==> config.mk <==
export PLATFORM = sky130hd
export DESIGN_NAME = base64url_stream_decoder_flat
export DESIGN_NICKNAME = d
export VERILOG_FILES = /design/src/hdl/b64d_pkg.sv /design/src/hdl/b64d_sym_if.sv /design/src/hdl/b64d_res_if.sv /design/src/hdl/base64url_stream_decoder.sv /design/src/flat_wrapper.sv
export SDC_FILE = /design/constraint.sdc
export NUM_CORES = 1
export LEC_CHECK = 0
export ABC_AREA = 1
export CAP_MARGIN = 10
export CORE_UTILIZATION = 45
export DETAILED_ROUTE_END_ITERATION = 6
export DONT_BUFFER_PORTS = 1
export GPL_TIMING_DRIVEN = 0
export PLACE_DENSITY_LB_ADDON = 0.15
export SYNTH_ARGS = -nofsm -noshare
export SYNTH_HDL_FRONTEND = slang
export SYNTH_SLANG_ARGS = --single-unit
==> constraint.sdc <==
create_clock -name clk -period 14.95 [get_ports clk]
set_clock_uncertainty 0.05 [all_clocks]
set_input_delay 0.7475 -clock clk [delete_from_list [all_inputs] [get_ports clk]]
set_output_delay 0.7475 -clock clk [all_outputs]
set_load 0.01 [all_outputs]
==> src/hdl/b64d_pkg.sv <==
`default_nettype none
package b64d_pkg;

	typedef enum logic [1:0] {
		ST_BYTE    = 2'd0,
		ST_DONE    = 2'd1,
		ST_BADCHAR = 2'd2,
		ST_LENGTH  = 2'd3
	} status_t;

	typedef struct packed {
		logic [7:0] data_byte;
		status_t    status;
		logic       run_last;
	} res_t;

	localparam int unsigned MaxResults = 4;
	localparam int unsigned FifoDepth  = 8;
	localparam int unsigned PtrW       = $clog2(FifoDepth);
	localparam int unsigned CntW       = $clog2(FifoDepth + 1);
	localparam int unsigned NumW       = $clog2(MaxResults + 1);

	localparam logic [6:0] CLS_SKIP = 7'd64;
	localparam logic [6:0] CLS_BAD  = 7'd65;

	localparam logic [5:0] LowerBase = 6'd26;
	localparam logic [5:0] DigitBase = 6'd52;
	localparam logic [5:0] DashCode  = 6'd62;
	localparam logic [5:0] UnderCode = 6'd63;

	function automatic logic [6:0] classify(input logic [7:0] c);
		logic [6:0] r;
		r = CLS_BAD;
		if (c >= 8'h41 && c <= 8'h5A) begin
			r = {1'b0, 6'(c - 8'h41)};
		end else if (c >= 8'h61 && c <= 8'h7A) begin
			r = {1'b0, 6'(c - 8'h61) + LowerBase};
		end else if (c >= 8'h30 && c <= 8'h39) begin
			r = {1'b0, 6'(c - 8'h30) + DigitBase};
		end else if (c == 8'h2D) begin
			r = {1'b0, DashCode};
		end else if (c == 8'h5F) begin
			r = {1'b0, UnderCode};
		end else if ((c >= 8'h09 && c <= 8'h0D) || c == 8'h20) begin
			r = CLS_SKIP;
		end
		return r;
	endfunction

	function automatic logic [7:0] byte0(input logic [5:0] a, input logic [5:0] b);
		return {a, b[5:4]};
	endfunction

	function automatic logic [7:0] byte1(input logic [5:0] b, input logic [5:0] c);
		return {b[3:0], c[5:2]};
	endfunction

	function automatic logic [7:0] byte2(input logic [5:0] c, input logic [5:0] d);
		return {c[1:0], d};
	endfunction

endpackage
`default_nettype wire

==> src/hdl/b64d_sym_if.sv <==
`default_nettype none
interface b64d_sym_if;
	logic       valid;
	logic       ready;
	logic [7:0] symbol;
	logic       final_symbol;

	modport source(output valid, output symbol, output final_symbol, input ready);
	modport sink(input valid, input symbol, input final_symbol, output ready);
endinterface
`default_nettype wire

==> src/hdl/b64d_res_if.sv <==
`default_nettype none
interface b64d_res_if;
	logic              valid;
	logic              ready;
	logic [7:0]        data_byte;
	b64d_pkg::status_t status;
	logic              run_last;

	modport source(output valid, output data_byte, output status, output run_last, input ready);
	modport sink(input valid, input data_byte, input status, input run_last, output ready);
endinterface
`default_nettype wire

==> src/hdl/base64url_stream_decoder.sv <==
// Channel   Direction  Request contents
// symbols   in         symbol[7:0], final_symbol
// results   out        data_byte[7:0], status[1:0], run_last
//
// One character request is taken per cycle into an input register. The decode stage reads
// it there and writes its zero to four results into an eight-entry result queue at once.
// The decode stage advances whenever the queue has room for four results, so input
// stalls only when the result side is held off. Results leave the queue one per cycle while results.ready is high.
// Reset clears the held symbols, the error flag and the queue.
`default_nettype none
module base64url_stream_decoder (
	input  wire logic clk,
	input  wire logic arst_n,
	b64d_sym_if.sink  symbols,
	b64d_res_if.source results
);
	import b64d_pkg::*;

	logic       valid_s1;
	logic [7:0] symbol_s1;
	logic       final_s1;

	logic [1:0] held_cnt_q;
	logic [5:0] held_q [3];
	logic       err_q;

	res_t            fifo_q [FifoDepth];
	logic [PtrW-1:0] wr_q;
	logic [PtrW-1:0] rd_q;
	logic [CntW-1:0] cnt_q;

	logic            fire_s1;
	logic            pop;
	logic [6:0]      cls;
	logic [NumW-1:0] num;
	res_t            res [MaxResults];
	logic [1:0]      held_cnt_n;
	logic [5:0]      held_n [3];
	logic            err_n;

	assign fire_s1       = valid_s1 && (cnt_q <= CntW'(FifoDepth - MaxResults));
	assign symbols.ready = !valid_s1 || fire_s1;
	assign pop           = results.valid && results.ready;

	assign results.valid     = (cnt_q != '0);
	assign results.data_byte = fifo_q[rd_q].data_byte;
	assign results.status    = fifo_q[rd_q].status;
	assign results.run_last  = fifo_q[rd_q].run_last;

	assign cls = classify(symbol_s1);

	always_comb begin
		logic [1:0] k;
		num        = '0;
		held_cnt_n = held_cnt_q;
		held_n     = held_q;
		err_n      = err_q;
		k          = held_cnt_q;
		for (int i = 0; i < MaxResults; i++) begin
			res[i] = '{data_byte: 8'd0, status: ST_BYTE, run_last: 1'b0};
		end
		if (err_q) begin
			if (final_s1) begin
				err_n = 1'b0;
				held_cnt_n = 2'd0;
				held_n = '{default: 6'd0};
			end
		end else if (cls == CLS_BAD) begin
			res[0].status = ST_BADCHAR;
			num = NumW'(1);
			err_n = !final_s1;
			if (final_s1) begin
				held_cnt_n = 2'd0;
				held_n = '{default: 6'd0};
			end
		end else begin
			if (cls != CLS_SKIP) begin
				if (k == 2'd3) begin
					res[0].data_byte = byte0(held_q[0], held_q[1]);
					res[1].data_byte = byte1(held_q[1], held_q[2]);
					res[2].data_byte = byte2(held_q[2], cls[5:0]);
					num = NumW'(3);
					k = 2'd0;
				end else begin
					case (k)
						2'd0: held_n[0] = cls[5:0];
						2'd1: held_n[1] = cls[5:0];
						default: held_n[2] = cls[5:0];
					endcase
					k = k + 2'd1;
				end
			end
			held_cnt_n = k;
			if (final_s1) begin
				if (k == 2'd1) begin
					res[num[1:0]].status = ST_LENGTH;
					num = num + NumW'(1);
				end else begin
					if (k >= 2'd2) begin
						res[num[1:0]].data_byte = byte0(held_n[0], held_n[1]);
						num = num + NumW'(1);
					end
					if (k == 2'd3) begin
						res[num[1:0]].data_byte = byte1(held_n[1], held_n[2]);
						num = num + NumW'(1);
					end
					res[num[1:0]].status = ST_DONE;
					num = num + NumW'(1);
				end
				held_cnt_n = 2'd0;
				held_n = '{default: 6'd0};
			end
		end
		for (int i = 0; i < MaxResults; i++) begin
			res[i].run_last = (NumW'(i + 1) == num);
		end
	end

	always_ff @(posedge clk or negedge arst_n) begin
		if (!arst_n) begin
			valid_s1   <= 1'b0;
			held_cnt_q <= 2'd0;
			held_q     <= '{default: 6'd0};
			err_q      <= 1'b0;
			wr_q       <= '0;
			rd_q       <= '0;
			cnt_q      <= '0;
		end else begin
			if (symbols.ready) begin
				valid_s1 <= symbols.valid;
			end
			if (fire_s1) begin
				held_cnt_q <= held_cnt_n;
				held_q     <= held_n;
				err_q      <= err_n;
				wr_q       <= wr_q + PtrW'(num);
			end
			if (pop) begin
				rd_q <= rd_q + PtrW'(1);
			end
			cnt_q <= cnt_q + (fire_s1 ? CntW'(num) : CntW'(0)) - (pop ? CntW'(1) : CntW'(0));
		end
	end

	always_ff @(posedge clk) begin
		if (symbols.valid && symbols.ready) begin
			symbol_s1 <= symbols.symbol;
			final_s1  <= symbols.final_symbol;
		end
		if (fire_s1) begin
			for (int i = 0; i < MaxResults; i++) begin
				if (NumW'(i) < num) begin
					fifo_q[wr_q + PtrW'(i)] <= res[i];
				end
			end
		end
	end

endmodule
`default_nettype wire

==> src/flat_wrapper.sv <==
// flat-port wrapper written by rule: the top's interface ports become plain ports
module base64url_stream_decoder_flat import b64d_pkg::*;
  (clk, arst_n, symbols_valid, symbols_symbol, symbols_final_symbol, symbols_ready, results_valid, results_data_byte, results_status, results_run_last, results_ready);
  b64d_sym_if symbols_i ();
  b64d_res_if results_i ();
  input  wire logic clk;
  input  wire logic arst_n;
  input wire logic [$bits(symbols_i.valid)-1:0] symbols_valid;
  input wire logic [$bits(symbols_i.symbol)-1:0] symbols_symbol;
  input wire logic [$bits(symbols_i.final_symbol)-1:0] symbols_final_symbol;
  output wire logic [$bits(symbols_i.ready)-1:0] symbols_ready;
  output wire logic [$bits(results_i.valid)-1:0] results_valid;
  output wire logic [$bits(results_i.data_byte)-1:0] results_data_byte;
  output wire logic [$bits(results_i.status)-1:0] results_status;
  output wire logic [$bits(results_i.run_last)-1:0] results_run_last;
  input wire logic [$bits(results_i.ready)-1:0] results_ready;
  assign symbols_i.valid = symbols_valid;
  assign symbols_i.symbol = symbols_symbol;
  assign symbols_i.final_symbol = symbols_final_symbol;
  assign symbols_ready = symbols_i.ready;
  assign results_valid = results_i.valid;
  assign results_data_byte = results_i.data_byte;
  assign results_status = results_i.status;
  assign results_run_last = results_i.run_last;
  assign results_i.ready = results_ready;
  base64url_stream_decoder u_core (.clk(clk), .arst_n(arst_n), .symbols(symbols_i), .results(results_i));
endmodule
======== Yosys cells after proc, flatten, opt, wreduce, memory -nomap -nowiden ========
Memory sizes are Yosys's and may differ from the RTL's.
Cells that the tools add are included.
storage, ports and cells
  memory bits (writable) .................. 88
  input bits .............................. 13
  output and inout bits ................... 13
  register bits ........................... 41
  memories kept ........................... 1
cells by class
  add/subtract/negate cells ............... 16
  magnitude comparators ................... 20
  muxes and demuxes ....................... 100
  equal/unequal tests ..................... 15
  reduce and logical (&&, ||, !) cells .... 19
  bitwise logic cells ..................... 3
memory list
  memory         depth  bits a word  read ports  clocked after memory_dff  wr ports  RTL line                        RTL
  u_core.fifo_q  8      11           1           0                         4         base64url_stream_decoder.sv:27  res_t fifo_q [FifoDepth];
operators by type and width
  cell                   count
  $mux W44               13
  $bwmux W44             4
  $mux W18               8
  $mux W8                13
  $demux W11 S2          4
  $mux W3                20
  $mux W7                5
  $mux W34               1
  $mux W11               2
  $mux W2                10
  $mux W6                3
  $mux W1                17
  $eq A8 B6 Y1 const B   2
  $ge A8 B7 Y1 const B   2
  $le A8 B7 Y1 const B   2
  $add A3 B1 Y3 const B  5
  $sub A6 B6 Y6 const B  2
  $logic_and A1 B1 Y1    10
  $ge A3 B3 Y1 const B   3
  $lt A3 B1 Y1 const B   3
  $not A2 Y3             3
  $eq A8 B7 Y1 const B   1
  $ge A8 B4 Y1 const B   1
  $ge A8 B6 Y1 const B   1
  other kinds (28)       38

======== Depth between registers and ports, before layout ========
Gate-level depths: netlist of run 1.
  depth after elaboration ................. 35
  gate-level depth with buffers ........... 36
  gate-level depth less buffers ........... 34

======== Worst setup path before layout of run 1 ========
Ideal clock, no wire load.
  kind .................................... reg2reg
  start ................................... reg u_core.symbol_s1[2]
  end ..................................... mem u_core.fifo_q[1][0] (netlist name), enable pin
  arrival time ............................ 4345 ps
  buffers on the path ..................... 4
  required time ........................... 14508 ps
  cell stages (with the launch flop) ...... 31
  clock period less this slack ............ 4787 ps
  slack ................................... 10163 ps
  path through ............................ edfxtp_1 -> buf_2 -> inv_1 -> ha_1 -> nand2_1 -> nand2_1 -> nand2_1 -> nand2_2 -> nand3_4 -> nand2_1 -> nand3_1 -> nand2_2 -> nand4_4 -> nand2_2 -> buf_2 -> buf_2 -> ha_1 -> inv_1 -> nand2_2 -> nand2_2 -> inv_1 -> ha_1 -> nand2_1 -> inv_1 -> nor2_2 -> nand2_4 -> nor2_4 -> nand2_4 -> buf_12 -> nand3_4 -> nand4_1
RTL lines
  element                 RTL line                         RTL
  from (decl)             base64url_stream_decoder.sv:20   logic [7:0] symbol_s1;
  from (signal assigned)  base64url_stream_decoder.sv:147  symbol_s1 <= symbols.symbol;
  to (decl)               base64url_stream_decoder.sv:27

==> metrics, run 1 <==
dpl hpwl ~34 mm; RSZ-0062 raised after global routing false; Post-Syn Area 11330 µm²; CP startpoint kind register; TritonCTS buffer count 17; Post-synth EDFFs just under 100; routed vias 12240; Synth area leaders edfxtp_1 26%, nand2_1 17%, nor2_1 7.4%; CP max FO 11; sequential fraction of the synthesis area approximately a third; area grow syn2layout 9.136%; Final nets between 1500 and 2000; syn_nets roughly 1700; H-tree Lvls 4; Crit path required time 14.80 ns; first-pass iteration count of the detailed router 6; clock network power share ~16%; worst-margin pin slew between 1 and 1.5 ns; slew margin rel. about an eighth; post-cts resize count 0; Critical-path top delay cell nand4_1; switching share of total power 55.62%; Routability Congestion about 1.0; DRC viols 0; Synth top area share between 20% and 30%; Final setup viols 0; final slew viol count 0; Most Frequent Cell on Critical Path nand2_1; Crit path largest cell delay ~0.71 ns; Final Total Pwr 2.795 mW; Post-Synthesis Cells around 1700; Setup TNS Final 0 ns; Post-DRT Antenna Nets 0; antenna cells 0; fin crit share between 40% and 50%; FMAX 162.8 MHz; CTS clk-pin slew, worst paths ~0.080 ns; DR WL/cell 22.87 µm; TritonCTS Sinks roughly 130; register bit total from synthesis 129; Synth cell types 50; Avg Cell Area, Syn between 6 and 7 µm²; most common cell after layout, fill and taps aside nand2_1; IO Port Bufs 0; most frequent cells in the layout 523 x nand2_1, 223 x nor2_1, 117 x nand3_1, 114 x o21ai_0, 109 x inv_1; final core utilization roughly 50%; first-pass GRT wire length between 60 and 70 mm; CTS tree done; CTS root buf clkbuf_16; Core ar. between 20000 and 25000 µm²; max_cap viols 0; Async SR Flop Fraction 24.81%; PwrDens between 200 and 250 nW/µm²; Max VDD drop just over 0.1 mV; final hold vios 0; Buf+Inv Stages, Crit Path 7; Critical Path AT around 6 ns; antenna violations before repair 0; Detailed Route WL between 40 and 50 mm; HP Class in -> async; internal power 1.240 mW; Die Width 160.6 µm; total track usage between 30 and 40%; number of global-route vias before repair around 11000; drt via density between 6 and 7; die height approximately 160 µm; later-pin clock latency in the skew report between 0.4 and 0.5 ns; starting density of the core a little under half; share of layout cells above drive strength 1 a little over a tenth; Final min period 6.144 ns; fillers 2579; CTS Buffer Depth 2; top_reg_cell synth edfxtp_1; Placement Rows 57; net switching power about 1.6 mW; Initial DRC Count about 1900; Comb power frac between 60% and 70%; Syn. warnings 0; CP Class reg -> reg; Worst setup EP type register; Die Area about 26000 µm²; sequential share of power approximately a fifth; io pins 26; largest net degree at the start of global routing 33; status finished, final reports clean; Yosys top cell by area edfxtp_1; CP top delay family simple AND/OR/NAND/NOR gates; Lkg Pwr roughly 5.6 nW; grt total ovfl 0
==> routing by layer <==
layer | wire (µm) | global-route usage (%) | up-vias
met3 | 6190 | 12.32 | 96
li1 | - | - | 5657
met5 | 0 | 0 | -
met2 | 18720 | 50.79 | 740
met4 | 1156 | 10.22 | 0
met1 | 20450 | 52.91 | 5743
==> worst paths after layout <==
check	startpoint	end	slack [ns]	depth (start not counted)
setup / recovery	u_core.symbol_s1[2]$_DFFE_PP_	u_core.fifo_q[6][4]$_DFFE_PP_	8.81	29
hold / removal	arst_n	u_core.wr_q[2]$_DFFE_PN0P_	0.09	1
setup reg to reg	u_core.symbol_s1[2]$_DFFE_PP_	u_core.fifo_q[6][4]$_DFFE_PP_	8.81	29
hold reg to reg	u_core.held_q[16]$_DFFE_PN0P_	u_core.held_q[16]$_DFFE_PN0P_	0.48	1
max in group asynchronous	arst_n	u_core.rd_q[1]$_DFFE_PN0P_	14.55	1
min in group clk	symbols_final_symbol	u_core.final_s1$_DFFE_PP_	0.35	0
==> flip-flops by register name, indices dropped and copies added (netlist names) <==
name,flops
u_core.err_q,1
u_core.rd_q,3
u_core.held_q,18
u_core.symbol_s1,8
u_core.held_cnt_q,2
u_core.cnt_q,4
u_core.wr_q,3
u_core.valid_s1,1
u_core.fifo_q,88
u_core.final_s1,1
==> logic make-up after synthesis <==
logic type,Yosys count,share of synthesized area [%]
and+or+nand+nor,1053,43.11
AOI/OAI and AO/OA,231,11.32
buffers and inverters,220,8.186
DFF,129,32.79
adders and majority gates,32,3.668
xor gates and xnor gates,12,0.9280
==> layout make-up <==
type	instances	area, µm²	area share, %
Buffer	83	410.4	3.320
Tap cell	324	405.4	3.280
Timing Repair Buffer	1	20.02	0.1620
Clock buffer	18	429.2	3.472
Sequential cell	129	3714	30.04
Inverter	137	516.7	4.181
Clock inverter	14	180.2	1.458
Multi-Input combinational cell	1328	6685	54.08
==> Yosys cell counts, drive strengths merged (4+ instances only) <==
cell / n
clkbuf: 37
inv: 135
edfxtp: 97
o211ai: 8
nand3: 135
o21ai: 126
a31oi: 19
a21oi: 50
dfrtp: 32
buf: 46
o22ai: 12
ha: 30
nor2: 242
xor2: 10
nand2: 555
nor3: 14
o221ai: 5
nand4: 101
nand3b: 4
a22oi: 4
==> stage by stage <==
| stage | std cells | instance area, µm² | setup WS (ns) | hold slack [ns] |
|---|---|---|---|---|
| after floorplan | 1677 | 11330 | 10.16 | 0.4019 |
| after global placement | 2001 | 11730 | 8.919 | 0.4035 |
| after detailed placement | 2001 | 11730 | 8.861 | 0.4031 |
| after CTS | 2034 | 12360 | 8.863 | 0.09585 |
| after global routing | 2034 | 12360 | 8.352 | 0.09539 |
| final | 2034 | 12360 | 8.806 | 0.09344 |
==> power by group through the flow <==
stage | registers (mW) | clock network (mW) | logic, mW
after CTS | 0.580 | 0.457 | 1.69
after global routing | 0.589 | 0.471 | 1.90
after detailed placement | 0.586 | 0 | 1.68
after global placement | 0.584 | 0 | 1.66
final | 0.580 | 0.458 | 1.76
after floorplan | 0.567 | 0 | 1.15
==> what timing repair did <==
action,CTS,global route
buffers inserted,0,0
endpoints found under the hold margin,32,0
hold buffers,1,0
Note: power is estimated with default switching activity, not from simulation.
==> run 2, diff against run 1 <==
==> constraint.sdc (replaced) <==
create_clock -name clk -period 5.2 [get_ports clk]
set_clock_uncertainty 0.05 [all_clocks]
set_input_delay 0.26 -clock clk [delete_from_list [all_inputs] [get_ports clk]]
set_output_delay 0.26 -clock clk [all_outputs]
set_load 0.01 [all_outputs]
==> run 2 against run 1 <==
Flip-flop and latch count did not move. First-iteration DRC count decreased by 2.6%. Sequential share of layout area is 1.6 points lower. Non-clock buffer count grew 51. The flow now finishes with violations (design-rule violations). Combinational power rose to 3.0 times the previous value. Utilization up 2.8 points. Die area stayed put.
==> metrics, run 2 (synthesized netlist as in run 1, its figures left out) <==
status finished, violations left (was finished, final reports clean); failing checks design-rule violations; largest net degree at the start of global routing 33 (unchanged); Critical Path AT 5.00 ns (was 5.99 ns); total track usage 36.68% (was 36.45%); CP startpoint kind register (unchanged); Post-DRT Antenna Nets 0 (unchanged); CP max FO 6 (was 11); TritonCTS Sinks 129 (unchanged); CTS tree done (unchanged); Largest register FFs 88 (unchanged); Die Width 160.6 µm (unchanged); met2 GRT Util 51.71% (was 50.79%); GRT busiest layer met1 (unchanged); Die Area 25810 µm² (unchanged); fin crit share 94.44% (was 41.10%); DR WL/cell 22.63 µm (was 22.87 µm); IO Port Bufs 0 (unchanged); final hold vios 0 (unchanged); H-tree Lvls 4 (unchanged); TritonCTS buffer count 17 (unchanged); Placement Rows 57 (unchanged); first-pass iteration count of the detailed router 7 (was 6); Largest Register u_core.fifo_q (unchanged); Final min period 4.911 ns (was 6.144 ns); PwrDens 638.2 nW/µm² (was 226.1 nW/µm²); worst reg2reg path depth 31 (was 29); dpl ws -0.8885 ns (was 8.861 ns); later-pin clock latency in the skew report 0.44 ns (about the same); Lkg Pwr 5.892 nW (was 5.588 nW); io pins 26 (unchanged); Final WS setup 0.2891 ns (was 8.806 ns); Sequential Area 3714 µm² (unchanged); most common cell after layout, fill and taps aside nand2_1 (unchanged); drt via density 5.983 (was 6.016); first-pass GRT wire length 69.98 mm (was 69.35 mm); most frequent cells in the layout 519 x nand2_1, 221 x nor2_1, 114 x o21ai_0, 108 x nand3_1, 107 x inv_1 (was 523 x nand2_1, 223 x nor2_1, 117 x nand3_1, 114 x o21ai_0, 109 x inv_1); DRC viols 2 (was 0); HP Class in -> reg (was in -> async); Routability Congestion 1.027 (unchanged); worst-margin pin slew 1.315 ns (was 1.303 ns); antenna cells 0 (unchanged); Most Frequent Cell on Critical Path nand2_2 (was nand2_1); share of layout cells above drive strength 1 13.74% (was 10.53%); area grow syn2layout 15.16% (was 9.136%); CP Class reg -> reg (unchanged); M3 GR Usage 12.22% (was 12.32%); top flop regs u_core.fifo_q (88), u_core.held_q (18), u_core.symbol_s1 (8) (unchanged); final slew viol count 0 (unchanged); die height 160.6 µm (unchanged); Core ar. 24530 µm² (unchanged); CTS clk-pin slew, worst paths 0.07 ns (was 0.08 ns); Max VDD drop 0.3021 mV (was 0.1032 mV); FMAX 203.6 MHz (was 162.8 MHz); Final nets 1793 (was 1742); grt total ovfl 0 (unchanged); Initial DRC Count 1849 (was 1899); routed vias 12470 (was 12240); grt met1 use 52.62% (was 52.91%); number of global-route vias before repair 11180 (was 10970); dpl hpwl 34.18 mm (unchanged); max_cap viols 0 (unchanged); Worst Hold Path Cells 2; Critical-path top delay cell edfxtp_1 (was nand4_1); Crit path required time 5.29 ns (was 14.80 ns); Final Total Pwr 8.324 mW (was 2.795 mW); CTS Buffer Depth 2 (unchanged); Crit path largest cell delay 0.47 ns (was 0.71 ns); Final setup viols 0 (unchanged); starting density of the core 46.16% (unchanged); Detailed Route WL 47.18 mm (was 46.52 mm); fillers 2519 (was 2579); Worst setup EP type register (unchanged); CTS root buf clkbuf_16 (unchanged); slew margin rel. 12.35% (was 13.14%); antenna violations before repair 0 (unchanged); multi-input logic area 6835 µm² (was 6685 µm²)
-- run 2: changes by cell type in the layout (fill, tap and decap cells not counted), moves of 2 or more --
cell,change
buf_4,+32
buf_6,+13
buf_2,-12
dlygate4sd3_1,+11
nand3_1,-9
nand3_2,+8
clkbuf_4,+4
ha_1,-4
nand2_1,-4
nand2_4,+4
ha_4,+3
inv_1,-2
inv_4,+2
nor2_1,-2
-- run 2: layer usage --
layer,routed length [µm],vias to the layer above
met3,6635,96
met5,0,-
met1,20070,5816
li1,-,5760
met4,1364,0
met2,19110,802
-- run 2: repair_timing --
| action | in CTS | in global routing |
|---|---|---|
| cloned | 0 | 3 |
| gates resized for setup | 21 | 49 |
| pin swaps | 11 | 21 |
| setup buffers | 14 | 24 |
| hold buffers | 12 | 0 |
| hold endpoints to repair | 42 | 0 |
| endpoints found under the setup margin | 171 | 171 |
-- run 2: layout make-up --
| class | count | area share (%) |
|---|---|---|
| multi-input combinational | 1328 | 52.41 |
| sequential | 129 | 28.47 |
| inverter | 137 | 4.000 |
| timing repair buffer | 54 | 3.895 |
| buffer | 81 | 3.444 |
| clock buffer | 18 | 3.290 |
| tap | 324 | 3.108 |
| clock inverter | 14 | 1.381 |
-- run 2: per-stage QoR --
step | hold slack, ns | cells | setup TNS [ns] | util [%] | area, µm²
4_1_cts | 0.08924 | 2057 | 0 | 51.53 | 12640
5_1_grt | 0.1348 | 2085 | -0.1153 | 53.16 | 13040
3_5_place_dp | -0.08440 | 2001 | -97.29 | 47.82 | 11730
6_report | 0.1132 | 2085 | 0 | 53.16 | 13040
2_1_floorplan | -0.08559 | 1677 | 0 | - | 11330
3_3_place_gp | -0.08397 | 2001 | -94.17 | 47.82 | 11730
-- run 2: worst max-delay path, delay by kind of cell, from the launching register on --
family	cells	cell delay [ns]
and+or+nand+nor	19	2.22
DFF	1	0.47
adders and majority gates	3	0.77
buffers and inverters	9	1.12
-- run 2: path summary, 6_finish.rpt --
check | endpoint | from | slack [ns]
setup / recovery | u_core.fifo_q[0][8]$_DFFE_PP_ | u_core.symbol_s1[3]$_DFFE_PP_ | 0.29
hold / removal | u_core.valid_s1$_DFFE_PN0N_ | symbols_valid | 0.11
setup reg to reg | u_core.fifo_q[0][8]$_DFFE_PP_ | u_core.symbol_s1[3]$_DFFE_PP_ | 0.29
hold reg to reg | u_core.held_q[16]$_DFFE_PN0P_ | u_core.held_q[16]$_DFFE_PN0P_ | 0.48
max in group asynchronous | u_core.rd_q[1]$_DFFE_PN0P_ | arst_n | 4.56
min in group asynchronous | u_core.wr_q[2]$_DFFE_PN0P_ | arst_n | 0.32
-- run 2: report_power, final --
group / total, mW / internal, mW / switching (mW)
Clock: 1.32 / 0.765 / 0.550
Combinational: 5.35 / 1.48 / 3.87
Sequential: 1.66 / 1.51 / 0.148
Total: 8.32 / 3.75 / 4.57
